[src/rtl/edmc_pkg.sv]
package edmc_pkg;

    // Frame geometry limits and field widths
    localparam int MAX_WIDTH  = 1024;
    localparam int MAX_HEIGHT = 1024;
    localparam int PIX_W      = 24;
    localparam int CHAN_W     = 8;
    localparam int THR_W      = 8;
    localparam int DIM_W      = 11;
    localparam int ADDR_W     = $clog2(MAX_WIDTH);

    // Configuration port
    localparam int CFG_IDX_W  = 2;
    localparam int CFG_DATA_W = 11;

    localparam logic [CFG_IDX_W-1:0] REG_THRESHOLD    = 2'd0;
    localparam logic [CFG_IDX_W-1:0] REG_IMAGE_WIDTH  = 2'd1;
    localparam logic [CFG_IDX_W-1:0] REG_IMAGE_HEIGHT = 2'd2;

    // Output queue (depth must be a power of two)
    localparam int FIFO_DEPTH = 4;
    localparam int FIFO_PTR_W = $clog2(FIFO_DEPTH);
    localparam int FIFO_CNT_W = $clog2(FIFO_DEPTH + 1);

    localparam logic [PIX_W-1:0] WHITE_RGB = 24'hFFFFFF;
    localparam logic [PIX_W-1:0] BLACK_RGB = 24'h000000;

    // Per-request window control: which neighbor rows/columns lie inside the frame
    typedef struct packed {
        logic produce;
        logic top_ok;
        logic bot_ok;
        logic left_ok;
        logic right_ok;
        logic frame_last;
    } win_ctl_t;

    // Result leaving the window stage
    typedef struct packed {
        logic valid;
        logic edge_found;
        logic frame_last;
    } win_rsp_t;

    // One queued result
    typedef struct packed {
        logic edge_found;
        logic frame_last;
    } out_item_t;

    // True when any color channel of a and b differs by more than thr
    function automatic logic gap_exceeds(input logic [PIX_W-1:0] a,
                                         input logic [PIX_W-1:0] b,
                                         input logic [THR_W-1:0] thr);
        logic              hit;
        logic [CHAN_W-1:0] x;
        logic [CHAN_W-1:0] y;
        logic [CHAN_W-1:0] d;
        hit = 1'b0;
        for (int k = 0; k < PIX_W / CHAN_W; k++) begin
            x = a[k*CHAN_W +: CHAN_W];
            y = b[k*CHAN_W +: CHAN_W];
            d = (x > y) ? (x - y) : (y - x);
            if (d > thr) begin
                hit = 1'b1;
            end
        end
        return hit;
    endfunction

endpackage

[src/rtl/edmc_out_fifo.sv]
module edmc_out_fifo
    import edmc_pkg::*;
(
    input  logic                  aclk,
    input  logic                  aresetn,
    input  logic                  push,
    input  out_item_t             push_item,
    input  logic                  pop,
    output logic                  out_valid,
    output out_item_t             out_item,
    output logic [FIFO_CNT_W-1:0] count
);

    out_item_t               fifo_mem [FIFO_DEPTH];
    logic [FIFO_PTR_W-1:0]   wr_ptr_reg;
    logic [FIFO_PTR_W-1:0]   rd_ptr_reg;
    logic [FIFO_CNT_W-1:0]   count_reg;
    logic                    do_pop;

    assign out_valid = (count_reg != '0);
    assign out_item  = fifo_mem[rd_ptr_reg];
    assign count     = count_reg;
    assign do_pop    = pop && out_valid;

    // Store incoming results
    always_ff @(posedge aclk) begin
        if (push) begin
            fifo_mem[wr_ptr_reg] <= push_item;
        end
    end

    // Advance pointers and occupancy
    always_ff @(posedge aclk) begin
        if (!aresetn) begin
            wr_ptr_reg <= '0;
            rd_ptr_reg <= '0;
            count_reg  <= '0;
        end else begin
            if (push) begin
                wr_ptr_reg <= wr_ptr_reg + FIFO_PTR_W'(1);
            end
            if (do_pop) begin
                rd_ptr_reg <= rd_ptr_reg + FIFO_PTR_W'(1);
            end
            if (push && !do_pop) begin
                count_reg <= count_reg + FIFO_CNT_W'(1);
            end else if (!push && do_pop) begin
                count_reg <= count_reg - FIFO_CNT_W'(1);
            end
        end
    end

    // Credit scheme must never push into a full queue
    assert property (@(posedge aclk) disable iff (!aresetn)
        push |-> (count_reg != FIFO_CNT_W'(FIFO_DEPTH)))
        else $error("result queue overflow");

endmodule
[config.mk]
export PLATFORM = sky130hd
export DESIGN_NAME = edmc_out_fifo
export DESIGN_NICKNAME = d
export VERILOG_FILES = /design/src/rtl/edmc_pkg.sv /design/src/rtl/edmc_out_fifo.sv
export SDC_FILE = /design/constraint.sdc
export NUM_CORES = 1
export LEC_CHECK = 0
export BUFFER_PORTS_ARGS = -buffer_cell sky130_fd_sc_hd__clkbuf_2
export CORE_MARGIN = 8
export CORE_UTILIZATION = 56
export DETAILED_ROUTE_END_ITERATION = 8
export GPL_TIMING_DRIVEN = 0
export PLACE_DENSITY = 0.86
export SYNTH_ARGS = -nofsm -noshare
export SYNTH_HDL_FRONTEND = slang
export SYNTH_SLANG_ARGS = --single-unit
export TNS_END_PERCENT = 100
[constraint.sdc]
create_clock -name aclk -period 5.7 [get_ports aclk]
set_clock_uncertainty 0.15 [all_clocks]
set_input_delay 1.14 -clock aclk [delete_from_list [all_inputs] [get_ports aclk]]
set_output_delay 1.14 -clock aclk [all_outputs]
set_load 0.02 [all_outputs]
# After elaboration in Yosys (flattened, before gate mapping)
# Memory sizes are Yosys's and may differ from the RTL's. A register that Yosys moved wholly into a read port is not among the register bits.
# Index checks and enable logic that the tools add are counted.
# Widths: inputs -> output; s select.
# op_classes
add_sub_neg	4
muxes	6
n_reduce_logical	7
# op_table
cell	count
$mux 3	2
$add 2x1->2 const B	2
$mux 2	2
$add 3x1->3 const B	1
$logic_and 1x1->1	3
$reduce_bool 3->1	1
$sub 3x1->3 const B	1
$logic_not 1->1	2
$mux 1	2
$reduce_bool 2->1	1
# totals
regBits	7
mem_bits_rw	8
wordCells	21
mem_count	1
# memory_table
memory	depth	width	rd	rd_ports_with_merged_regs	wr	line	text
fifo_mem	4	2	1	1	1	edmc_out_fifo.sv:14	out_item_t fifo_mem [FIFO_DEPTH];

# Logic depth before layout (Yosys ltp)
# depth
ltp_word	5
ltp_mapped	7
depth_no_buf	7

# Worst setup path before layout
# Ideal clock, no wire load.
# synth_timing
path_kind	input -> register
from	in pop
to	reg count_reg[2], in the netlist count[2]
arrival_ps	2384
required_time_ps	5474
path_slack_ps	3090
path_stages	7
path_cell_list	o31ai_4 -> ha_1 -> inv_1 -> fa_1 -> xor2_1 -> or3_1 -> a21boi_0
# synth_via
elab_chain_cells	4
# synth_lines
element	line	text
start: declaration	edmc_out_fifo.sv:8	input logic pop,
$logic_and 1x1->1 *	edmc_out_fifo.sv:23	assign do_pop = pop && out_valid;
$logic_not 1->1	edmc_out_fifo.sv:45	if (push && !do_pop) begin
$logic_and 1x1->1	edmc_out_fifo.sv:45	
$mux 3 / $reduce_bool 2->1 (equally long branches)	n/a	
end signal: assignment	edmc_out_fifo.sv:46	count_reg <= count_reg + FIFO_CNT_W'(1);
end signal: assignment	edmc_out_fifo.sv:48	count_reg <= count_reg - FIFO_CNT_W'(1);
end: declaration	edmc_out_fifo.sv:17	logic [FIFO_CNT_W-1:0] count_reg;
# Mark *: on every way between the ends. The rest lies on a longest branch, timed or not.
# A chain may end at the register's enable or synchronous reset.

==> reports/metrics.cfg <==
[floorplan]
dieArea_sq_mm=0.002781
core_area_sq_mm=0.001285
initial_core_util=0.5881
die_y_um=52.74
rows=13
io_pins=12
die_x_um=52.74

[pwr]
power_density_mw_per_mm2=416.4
clock_power_share=0.170
p_leak_uw=0.0003446
p_sw_uw=119.7
swShare=0.3359
irDropWorstVdd_v=0.0002534
internal-power_uw=236.7
seqPwrFrac=0.496
p_comb_frac=0.334

[clock_tree]
cts_max_path_buffers=2
cts_hold_buf=0
cts_htree_levels=1
cts_resized=0
cts_buffers=3
postCtsSetupBuffers=0
path_clk_slew_ps=90
cts_sinks=17
clk_latency_ps=280
cts_tree=done
cts-root-buf=clkbuf_4

[detailed_routing]
postRouteAntennaNets=0
drt-total-wl_mm=1.056
vias_per_cell=5.134
drt_iter0_drc=1
via_count=421
drt-wirelength-per-cell_um=12.88
drtPass1Iterations=2
drcViolationCount=0

[synthesis]
synth_seq_cells=17
yosysUniqueCellTypes=17
synth_top_area_share=0.3179
synth_area_sq_um=755.7
syn_area_per_cell_sq_um=14.53
synth_warnings=0
synth_largest_area_cell=edfxtp_1
syn-num-nets=64
yosysSeqAreaShare=0.5563
syn_inst=52
synth_area_leaders=edfxtp_1 32%, dfxtp_1 24%, ha_1 8.3%

[grt]
grt_usage=0.09028
antenna_found_initial=0
grt_max_degree=10
use_met1=0.09318
grt_pass1_wl_mm=1.787
overflow=0
busiest_layer=met2
gr-usage-met2=0.1443
grt_pass1_vias=418
grt_util_met3=0.04545

[critical_path]
cp_max_fo=2
cp_data_arrival_time_ps=1340
critical_path_class=flop to output pin
critPathRequiredTime_ps=4410
start_kind=flop
cp-end-kind=output pin

[finish]
nets=80
stdcell_count=82
fillCellCount=97
diodes=0
area_growth_pct=13.25
mostFrequentLayoutCells=11 x clkbuf_2, 9 x and2_1, 9 x dfxtp_1
drive_above_1_share=0.2836
layout_commonest_cell=clkbuf_2
final_util=0.6660

[sta]
fin_crit_ps=2632
finalSetupViolCount=0
fin_tns_setup_ps=0
rsz0062_at_grt=false
whs_ps=411.5
slew-limit-headroom=0.7930
hold_violations=0
fin_crit_sh=0.4617
slew_viol_final=0
fmax_mhz=380.0
worst_pin_slew_ps=310.0

[outcome]
outcome=finished, final reports clean

[hold_path]
hold_class=flop to flop

[placement]
placedCellCount=78
hpwl_um=821.7
gp_congestion=0.7124
portBuffers=11

[flow_run]
maxCapViolCount=0

[power groups by stage]
stage          Combinational [uW]  Clock (uW)  Sequential [uW]
2_1_floorplan                82.4           0              184
5_1_grt                       133        67.3              181
3_5_place_dp                  120           0              179
4_1_cts                       121        62.2              178
6_report                      119        60.7              177
3_3_place_gp                  117           0              179
[synth_stat cells]
cell and number:
o31ai_4 1, or3_1 1, o311ai_2 1, and2_1 9
or3_2 1, edfxtp_1 8, nor2b_1 2, xnor2_1 3
mux4_2 2, a21boi_0 1, dfxtp_1 9, o21ai_0 1
mux2i_1 2, ha_1 5, inv_1 3, xor2_1 2
fa_1 1
[cell type report]
class                   count  area, sq um  share of cell area
well taps                  15        18.77             0.02193
repair buffers             11        55.05             0.06433
clock buffers               4        26.28             0.03070
flip-flops and latches     17        420.4              0.4912
inverters                   3        11.26             0.01316
multi-input cells          32        324.1              0.3787
[path summary, 6_finish.rpt]
kind | start | cells past startpoint | slack [ps] | endpoint
setup / recovery | flop | 2 | 3070 | out_item[1]
hold / removal | wr_ptr_reg[1] | 2 | 410 | wr_ptr_reg[1]
setup reg to reg | count[0] | 7 | 3510 | count[2]
hold reg to reg | wr_ptr_reg[1] | 2 | 410 | wr_ptr_reg[1]
[worst max-delay path, stage by stage, from the launching register on]
cell	delay, ps
dfxtp_1	390
mux4_2	500
clkbuf_2	170
[per-layer routing]
metal / wire length, um / part of all wire
met1: 445 / 0.42
met2: 524 / 0.50
met3: 63 / 0.060
met4: 23 / 0.022
met5: 0 / 0
[cell families after synthesis]
kind of cell             share of synthesized area
AO/OA/AOI/OAI                              0.06623
XOR/XNOR                                   0.05796
adder cells (fa/ha/maj)                     0.1093
buffers and inverters                      0.01490
flip-flops                                  0.5563
multiplexers                               0.08609
AND/OR/NAND/NOR                             0.1093
[through the flow]
stage,cell area [sq um],total power (uW),worst slack (ps)
final,855.8,356.4,3068
after global routing,855.8,381.4,3006
after CTS,855.8,360.8,3051
after detailed placement,829.5,299.6,2855
after global placement,829.5,295.4,2910
after floorplan,755.7,266.2,3090
Note: power is estimated with default switching activity, not from simulation.
