$ cat src/rtl/edmc_pkg.sv
package edmc_pkg;

    // Frame geometry limits and field widths
    localparam int MAX_WIDTH  = 1024;
    localparam int MAX_HEIGHT = 1024;
    localparam int PIX_W      = 24;
    localparam int CHAN_W     = 8;
    localparam int THR_W      = 8;
    localparam int DIM_W      = 11;
    localparam int ADDR_W     = $clog2(MAX_WIDTH);

    // Configuration port
    localparam int CFG_IDX_W  = 2;
    localparam int CFG_DATA_W = 11;

    localparam logic [CFG_IDX_W-1:0] REG_THRESHOLD    = 2'd0;
    localparam logic [CFG_IDX_W-1:0] REG_IMAGE_WIDTH  = 2'd1;
    localparam logic [CFG_IDX_W-1:0] REG_IMAGE_HEIGHT = 2'd2;

    // Output queue (depth must be a power of two)
    localparam int FIFO_DEPTH = 4;
    localparam int FIFO_PTR_W = $clog2(FIFO_DEPTH);
    localparam int FIFO_CNT_W = $clog2(FIFO_DEPTH + 1);

    localparam logic [PIX_W-1:0] WHITE_RGB = 24'hFFFFFF;
    localparam logic [PIX_W-1:0] BLACK_RGB = 24'h000000;

    // Per-request window control: which neighbor rows/columns lie inside the frame
    typedef struct packed {
        logic produce;
        logic top_ok;
        logic bot_ok;
        logic left_ok;
        logic right_ok;
        logic frame_last;
    } win_ctl_t;

    // Result leaving the window stage
    typedef struct packed {
        logic valid;
        logic edge_found;
        logic frame_last;
    } win_rsp_t;

    // One queued result
    typedef struct packed {
        logic edge_found;
        logic frame_last;
    } out_item_t;

    // True when any color channel of a and b differs by more than thr
    function automatic logic gap_exceeds(input logic [PIX_W-1:0] a,
                                         input logic [PIX_W-1:0] b,
                                         input logic [THR_W-1:0] thr);
        logic              hit;
        logic [CHAN_W-1:0] x;
        logic [CHAN_W-1:0] y;
        logic [CHAN_W-1:0] d;
        hit = 1'b0;
        for (int k = 0; k < PIX_W / CHAN_W; k++) begin
            x = a[k*CHAN_W +: CHAN_W];
            y = b[k*CHAN_W +: CHAN_W];
            d = (x > y) ? (x - y) : (y - x);
            if (d > thr) begin
                hit = 1'b1;
            end
        end
        return hit;
    endfunction

endpackage

$ cat src/rtl/edmc_window.sv
module edmc_window
    import edmc_pkg::*;
(
    input  logic             aclk,
    input  logic             aresetn,
    input  logic             shift_en,
    input  logic [PIX_W-1:0] col_top,
    input  logic [PIX_W-1:0] col_mid,
    input  logic [PIX_W-1:0] col_pix,
    input  win_ctl_t         ctl_in,
    input  logic [THR_W-1:0] threshold,
    output win_rsp_t         rsp
);

    logic [PIX_W-1:0] win_reg [9];
    logic             p2_valid_reg;
    win_ctl_t         p2_ctl_reg;
    logic [2:0]       row_ok;
    logic [2:0]       col_ok;
    logic             hit;

    // Shift the 3x3 window one column left, new column enters on the right
    always_ff @(posedge aclk) begin
        if (!aresetn) begin
            for (int i = 0; i < 9; i++) begin
                win_reg[i] <= '0;
            end
        end else if (shift_en) begin
            for (int r = 0; r < 3; r++) begin
                win_reg[r*3 + 0] <= win_reg[r*3 + 1];
                win_reg[r*3 + 1] <= win_reg[r*3 + 2];
            end
            win_reg[2] <= col_top;
            win_reg[5] <= col_mid;
            win_reg[8] <= col_pix;
        end
    end

    // Track the request whose window is now in place
    always_ff @(posedge aclk) begin
        if (!aresetn) begin
            p2_valid_reg <= 1'b0;
        end else begin
            p2_valid_reg <= shift_en && ctl_in.produce;
        end
    end

    always_ff @(posedge aclk) begin
        if (shift_en) begin
            p2_ctl_reg <= ctl_in;
        end
    end

    // Compare the center against every in-frame neighbor
    always_comb begin
        row_ok = {p2_ctl_reg.bot_ok, 1'b1, p2_ctl_reg.top_ok};
        col_ok = {p2_ctl_reg.right_ok, 1'b1, p2_ctl_reg.left_ok};
        hit    = 1'b0;
        for (int r = 0; r < 3; r++) begin
            for (int c = 0; c < 3; c++) begin
                if (row_ok[r] && col_ok[c] && gap_exceeds(win_reg[4], win_reg[r*3 + c], threshold))
                begin
                    hit = 1'b1;
                end
            end
        end
    end

    assign rsp.valid      = p2_valid_reg;
    assign rsp.edge_found = hit;
    assign rsp.frame_last = p2_ctl_reg.frame_last;

    // A result always comes from a window shifted in the cycle before
    assert property (@(posedge aclk) disable iff (!aresetn)
        p2_valid_reg |-> $past(shift_en))
        else $error("window result without a preceding shift");

endmodule

$ cat config.mk
export PLATFORM = sky130hd
export DESIGN_NAME = edmc_window
export DESIGN_NICKNAME = d
export VERILOG_FILES = /design/src/rtl/edmc_pkg.sv /design/src/rtl/edmc_window.sv
export SDC_FILE = /design/constraint.sdc
export NUM_CORES = 1
export LEC_CHECK = 0
export BUFFER_PORTS_ARGS = -buffer_cell sky130_fd_sc_hd__clkbuf_2
export CORE_UTILIZATION = 35
export CTS_CLUSTER_DIAMETER = 40
export CTS_CLUSTER_SIZE = 16
export DETAILED_ROUTE_END_ITERATION = 10
export PLACE_DENSITY = 0.51
export SYNTH_ARGS = -nofsm -noshare
export SYNTH_HDL_FRONTEND = slang
export SYNTH_SLANG_ARGS = --single-unit
$ cat constraint.sdc
create_clock -name aclk -period 6.65 [get_ports aclk]
set_input_delay 0.3325 -clock aclk [delete_from_list [all_inputs] [get_ports aclk]]
set_output_delay 0.3325 -clock aclk [all_outputs]
set_load 0.005 [all_outputs]
## After elaboration in Yosys (flattened, before gate mapping)

Memories as Yosys holds them, arrays and structs flattened.
Cells that the tools add are included.

- Flip-flop bits (word level): 6
- Bits in writable memories: 216
- Input bits: 89
- Output and inout port bits: 3
- Logic and storage cells: 204
- Memories kept: 1

Memory list:

| memory | words | bits a word | read ports | clocked after memory_dff | write ports | RTL line | text |
|---|---|---|---|---|---|---|---|
| win_reg | 9 | 24 | 9 | 0 | 9 | edmc_window.sv:15 | `logic [PIX_W-1:0] win_reg [9];` |

- $add $sub $neg: 51
- $lt $le $gt $ge: 51
- Muxes and demuxes: 73
- Bitwise gates (word level): 9
- Reductions and logical operators: 13

Operators with widths:

| kind | number |
|---|---|
| $gt 8x8->1 | 51 |
| $sub 8x8->8 | 51 |
| $mux 24 | 9 |
| $mux 8 | 24 |
| $mux 1 | 40 |
| $logic_and 1x1->1 | 13 |
| $or 1x1->1 | 9 |

## Logic depth before layout (Yosys ltp)

An unclocked memory read counts as a cell.

- Depth after elaboration: 17
- Gate-level depth with buffers: 23
- Gate-level depth less buffers: 21

## Worst setup path after synthesis

Ideal clock, no wire load.

- Path type: input to register
- From: input shift_en
- To: memory win_reg[0][0], enable pin
- Data arrival time: 5.772 ns
- Data required time: 6.034 ns
- Setup slack: 0.262 ns
- Stages: 2
- Path buffers: 1
- Path through: clkbuf_1 nand2b_1

RTL lines:

| element | RTL line | text |
|---|---|---|
| start: declaration | edmc_window.sv:6 | `input logic shift_en,` |
| end: declaration | edmc_window.sv:15 |  |

==> results by group <==
Synthesis
  – Net Count, Synth: about 3.5k
  – Cell variety after synth: 60
  – Gate count of the mapped netlist: 2783
  – Per-instance average area after synthesis: around 9.6 um2
  – Most common flop cell mapped by yosys: edfxtp_1
  – Async set or reset register ratio after synthesis: 0%
  – Flip-flop and latch count after synthesis: ~220
  – Number of warnings reported in the yosys synthesis log: 0
  – Number of synthesized flops with an enable pin: about 220
  – Sequential fraction of the synthesis area: between 20 and 30%
  – Post-synth design cell area: 0.0266 mm2

Clock tree
  – TritonCTS clock tree: done
  – Inserted Clock Buffers: 56
  – Reg clk slew, reported paths: roughly 0.05 ns
  – Clk Latency, worst-skew pair: between 0.5 and 0.6 ns
  – H-tree level count: 2
  – Number of buffers on the longest clock path: 3
  – CTS root buf: clkbuf_16
  – Clock Sink Count: 222

Final layout
  – Post-layout instance area: 0.0306 mm2
  – Diode count: 0
  – Post-route core utilization: between 40% and 50%
  – Max FFs per register: between 200 and 250
  – Post-synthesis to final-layout area growth: 15.0%
  – Fin nets: roughly 3.6k
  – Ratio of cells with drive above 1 in the final layout: 12.3%

Setup path
  – Arrival time reported for the critical path endpoint: about 6 ns
  – Cell breakdown of the critical path: ha_1 > nand4_1 > a21oi_1 > o32ai_1 > buf_4 > mux2_2 > o31ai_1 > a21boi_0 > nor2_1 > xnor2_1 > ha_1 > a21oi_1 > nor2b_1 > o21ai_0 > nand2b_1 > o22a_1 > a221oi_1 > o2111ai_1 > a2111o_1 > clkbuf_2
  – Kind of capture point of the worst setup path: output pin
  – Critical Path Source Type: flop
  – Req. time, crit path: around 6.3 ns
  – Critical-path top delay cell: edfxtp_1
  – Crit path kind: flop to output pin
  – Crit-path max FO: 11
  – Highest cell delay on the worst timing path: 0.80 ns

STA
  – Final setup violating endpoints: 0
  – Clock Skew: 0.0163 ns
  – RSZ-0062 raised after global routing: false
  – Final total negative setup slack: 0 ns
  – Final-report hold violation count: 0
  – Pins over their slew limit: 0
  – Final worst path period share: about 96%
  – Maximum clock frequency: around 0.16 GHz
  – Slew at the pin closest to its max-slew limit: approximately 0.96 ns
  – Post-layout minimum cycle time: approximately 6.4 ns
  – Worst slew margin relative to its limit: between 30 and 40%

Detailed routing
  – Total vias in the final route: 21.4k
  – Total length of routed wires: ~81000 um
  – Average via count per standard cell: roughly 5.4
  – 1st-iter DRT viols: around 1.1k
  – Number of nets with antenna violations after detailed routing: 0
  – Wire per inst: 20.5 um
  – Length of the first detailed-routing pass in iterations: 5
  – Remaining routing DRC violations: 0

Global route
  – Vias in the first global route: roughly 22k
  – First-pass GRT wire length: ~120000 um
  – Largest net degree at the start of global routing: approximately 180
  – GRT Residual Overflow: 0
  – Initial antenna violation count: 1
  – Global routing usage summed across all routing layers: approximately a fifth

Run
  – Reported max-cap violation count: 0

Place
  – Detailed Place HPWL: about 59000 um
  – IO buf count: 91
  – Placed standard-cell area: around 0.029 mm2
  – RD Place Congestion: between 0.8 and 0.9

Power and ir drop
  – Power per unit of standard cell area: 259 mW/mm2
  – Worst supply voltage drop on vdd: 0.175 mV
  – Leak Pwr: 14.7 nW

Floorplanning
  – # IOs: slightly above 90
  – Vertical die dimension: between 200 and 300 um
  – Die footprint: ~0.077 mm2
  – Initial standard-cell utilization of the core: 35.5%
  – Core region area: 0.0748 mm2
  – Die Width: around 280 um
  – Site Rows: 100

Status
  – Result of the run: complete, no violations

Hold path
  – Min-Delay Path Class: input port to flop
cell families after synthesis:
logic type | after synthesis | synth area share (%)
flip-flops | 222 | 25.0
AO/OA/AOI/OAI | 560 | 14.0
XOR/XNOR | 121 | 3.99
multiplexers | 187 | 7.43
adder cells (fa/ha/maj) | 600 | 29.6
buffers and inverters | 400 | 5.82
AND/OR/NAND/NOR | 693 | 14.1
repair_timing:
item,CTS,global route
setup endpoints to repair,1,1
endpoints found under the hold margin,5,0
hold buffers,5,0
buffers inserted,0,9
pin swaps,0,4
gates resized for setup,1,6
metal layers:
metal  GRT usage [%]  routed length (um)
met3            2.51                2930
met2            33.8               36400
met5               0                  13
met1            28.2               39200
met4            6.97                2660
worst paths after layout:
check | from | endpoint | slack (ns) | depth (start not counted)
hold / removal | col_top[15] | win_reg[0][63] | 0.05 | 2
setup / recovery | win_reg[0][111] | rsp[1] | 0.28 | 20
hold reg to reg | win_reg[0][47] | win_reg[0][23] | 0.57 | 1
setup reg to reg | win_reg[0][113] | win_reg[0][89] | 5.31 | 2
layout make-up:
| cell class | count | area (um2) |
|---|---|---|
| clock buffers | 60 | 1440 |
| clock inverters | 44 | 449 |
| flip-flops and latches | 222 | 6660 |
| repair buffers | 177 | 1160 |
| inverters | 329 | 1240 |
| fillers | 7328 | 44200 |
| multi-input cells | 2161 | 18400 |
| well taps | 969 | 1210 |
worst max-delay path, delay by kind of cell, from the launching register on:
| family | cells | cell delay, ns |
|---|---|---|
| simple gates | 4 | 0.46 |
| compound gates | 10 | 2.54 |
| xor+xnor | 1 | 0.13 |
| mux | 1 | 0.37 |
| buf+inv | 2 | 0.42 |
| fa+ha+maj | 2 | 0.71 |
| flops | 1 | 0.80 |
Yosys cell counts (55+ instances only):
cell,n,share of area (%)
and3_1,217,5.1
ha_1,552,26
xnor2_1,66,2.2
nor2_1,107,1.5
o21ai_0,121,2.3
nand2_1,106,1.5
edfxtp_1,221,25
nand4_1,92,2.2
xor2_1,55,1.8
mux2_2,78,3.3
inv_1,329,4.6
nor2b_1,62,1.5
mux2i_1,108,4.1
a21oi_1,186,3.5
placed cells by master, fill, tap and decap left out, types with 55 or more instances in the layout:
| cell | count |
|---|---|
| ha_1 | 552 |
| inv_1 | 327 |
| edfxtp_1 | 221 |
| and3_1 | 217 |
| a21oi_1 | 186 |
| o21ai_0 | 121 |
| mux2i_1 | 108 |
| nor2_1 | 107 |
| nand2_1 | 106 |
| nand4_1 | 92 |
| clkbuf_2 | 89 |
| mux2_2 | 78 |
| buf_4 | 78 |
| xnor2_1 | 66 |
| nor2b_1 | 62 |
| clkbuf_16 | 57 |
| xor2_1 | 55 |
stage by stage:
stage	worst slack [ns]	power [mW]	hold WS, ns	std cells
global placement	0.593	5.09	0.513	3844
global route	0.0239	8.48	0.0190	3962
finish	0.277	7.94	0.0475	3962
CTS	0.154	7.98	0.00470	3953
floorplan	0.262	4.25	0.431	2783
detailed placement	0.579	5.18	0.515	3844
power breakdown:
| part | switching, mW | internal, mW | total [mW] |
|---|---|---|---|
| sequential | 0.104 | 1.66 | 1.76 |
| combinational | 1.94 | 1.51 | 3.45 |
| clock | 0.926 | 1.80 | 2.73 |
Note: power is estimated with default switching activity, not from simulation.
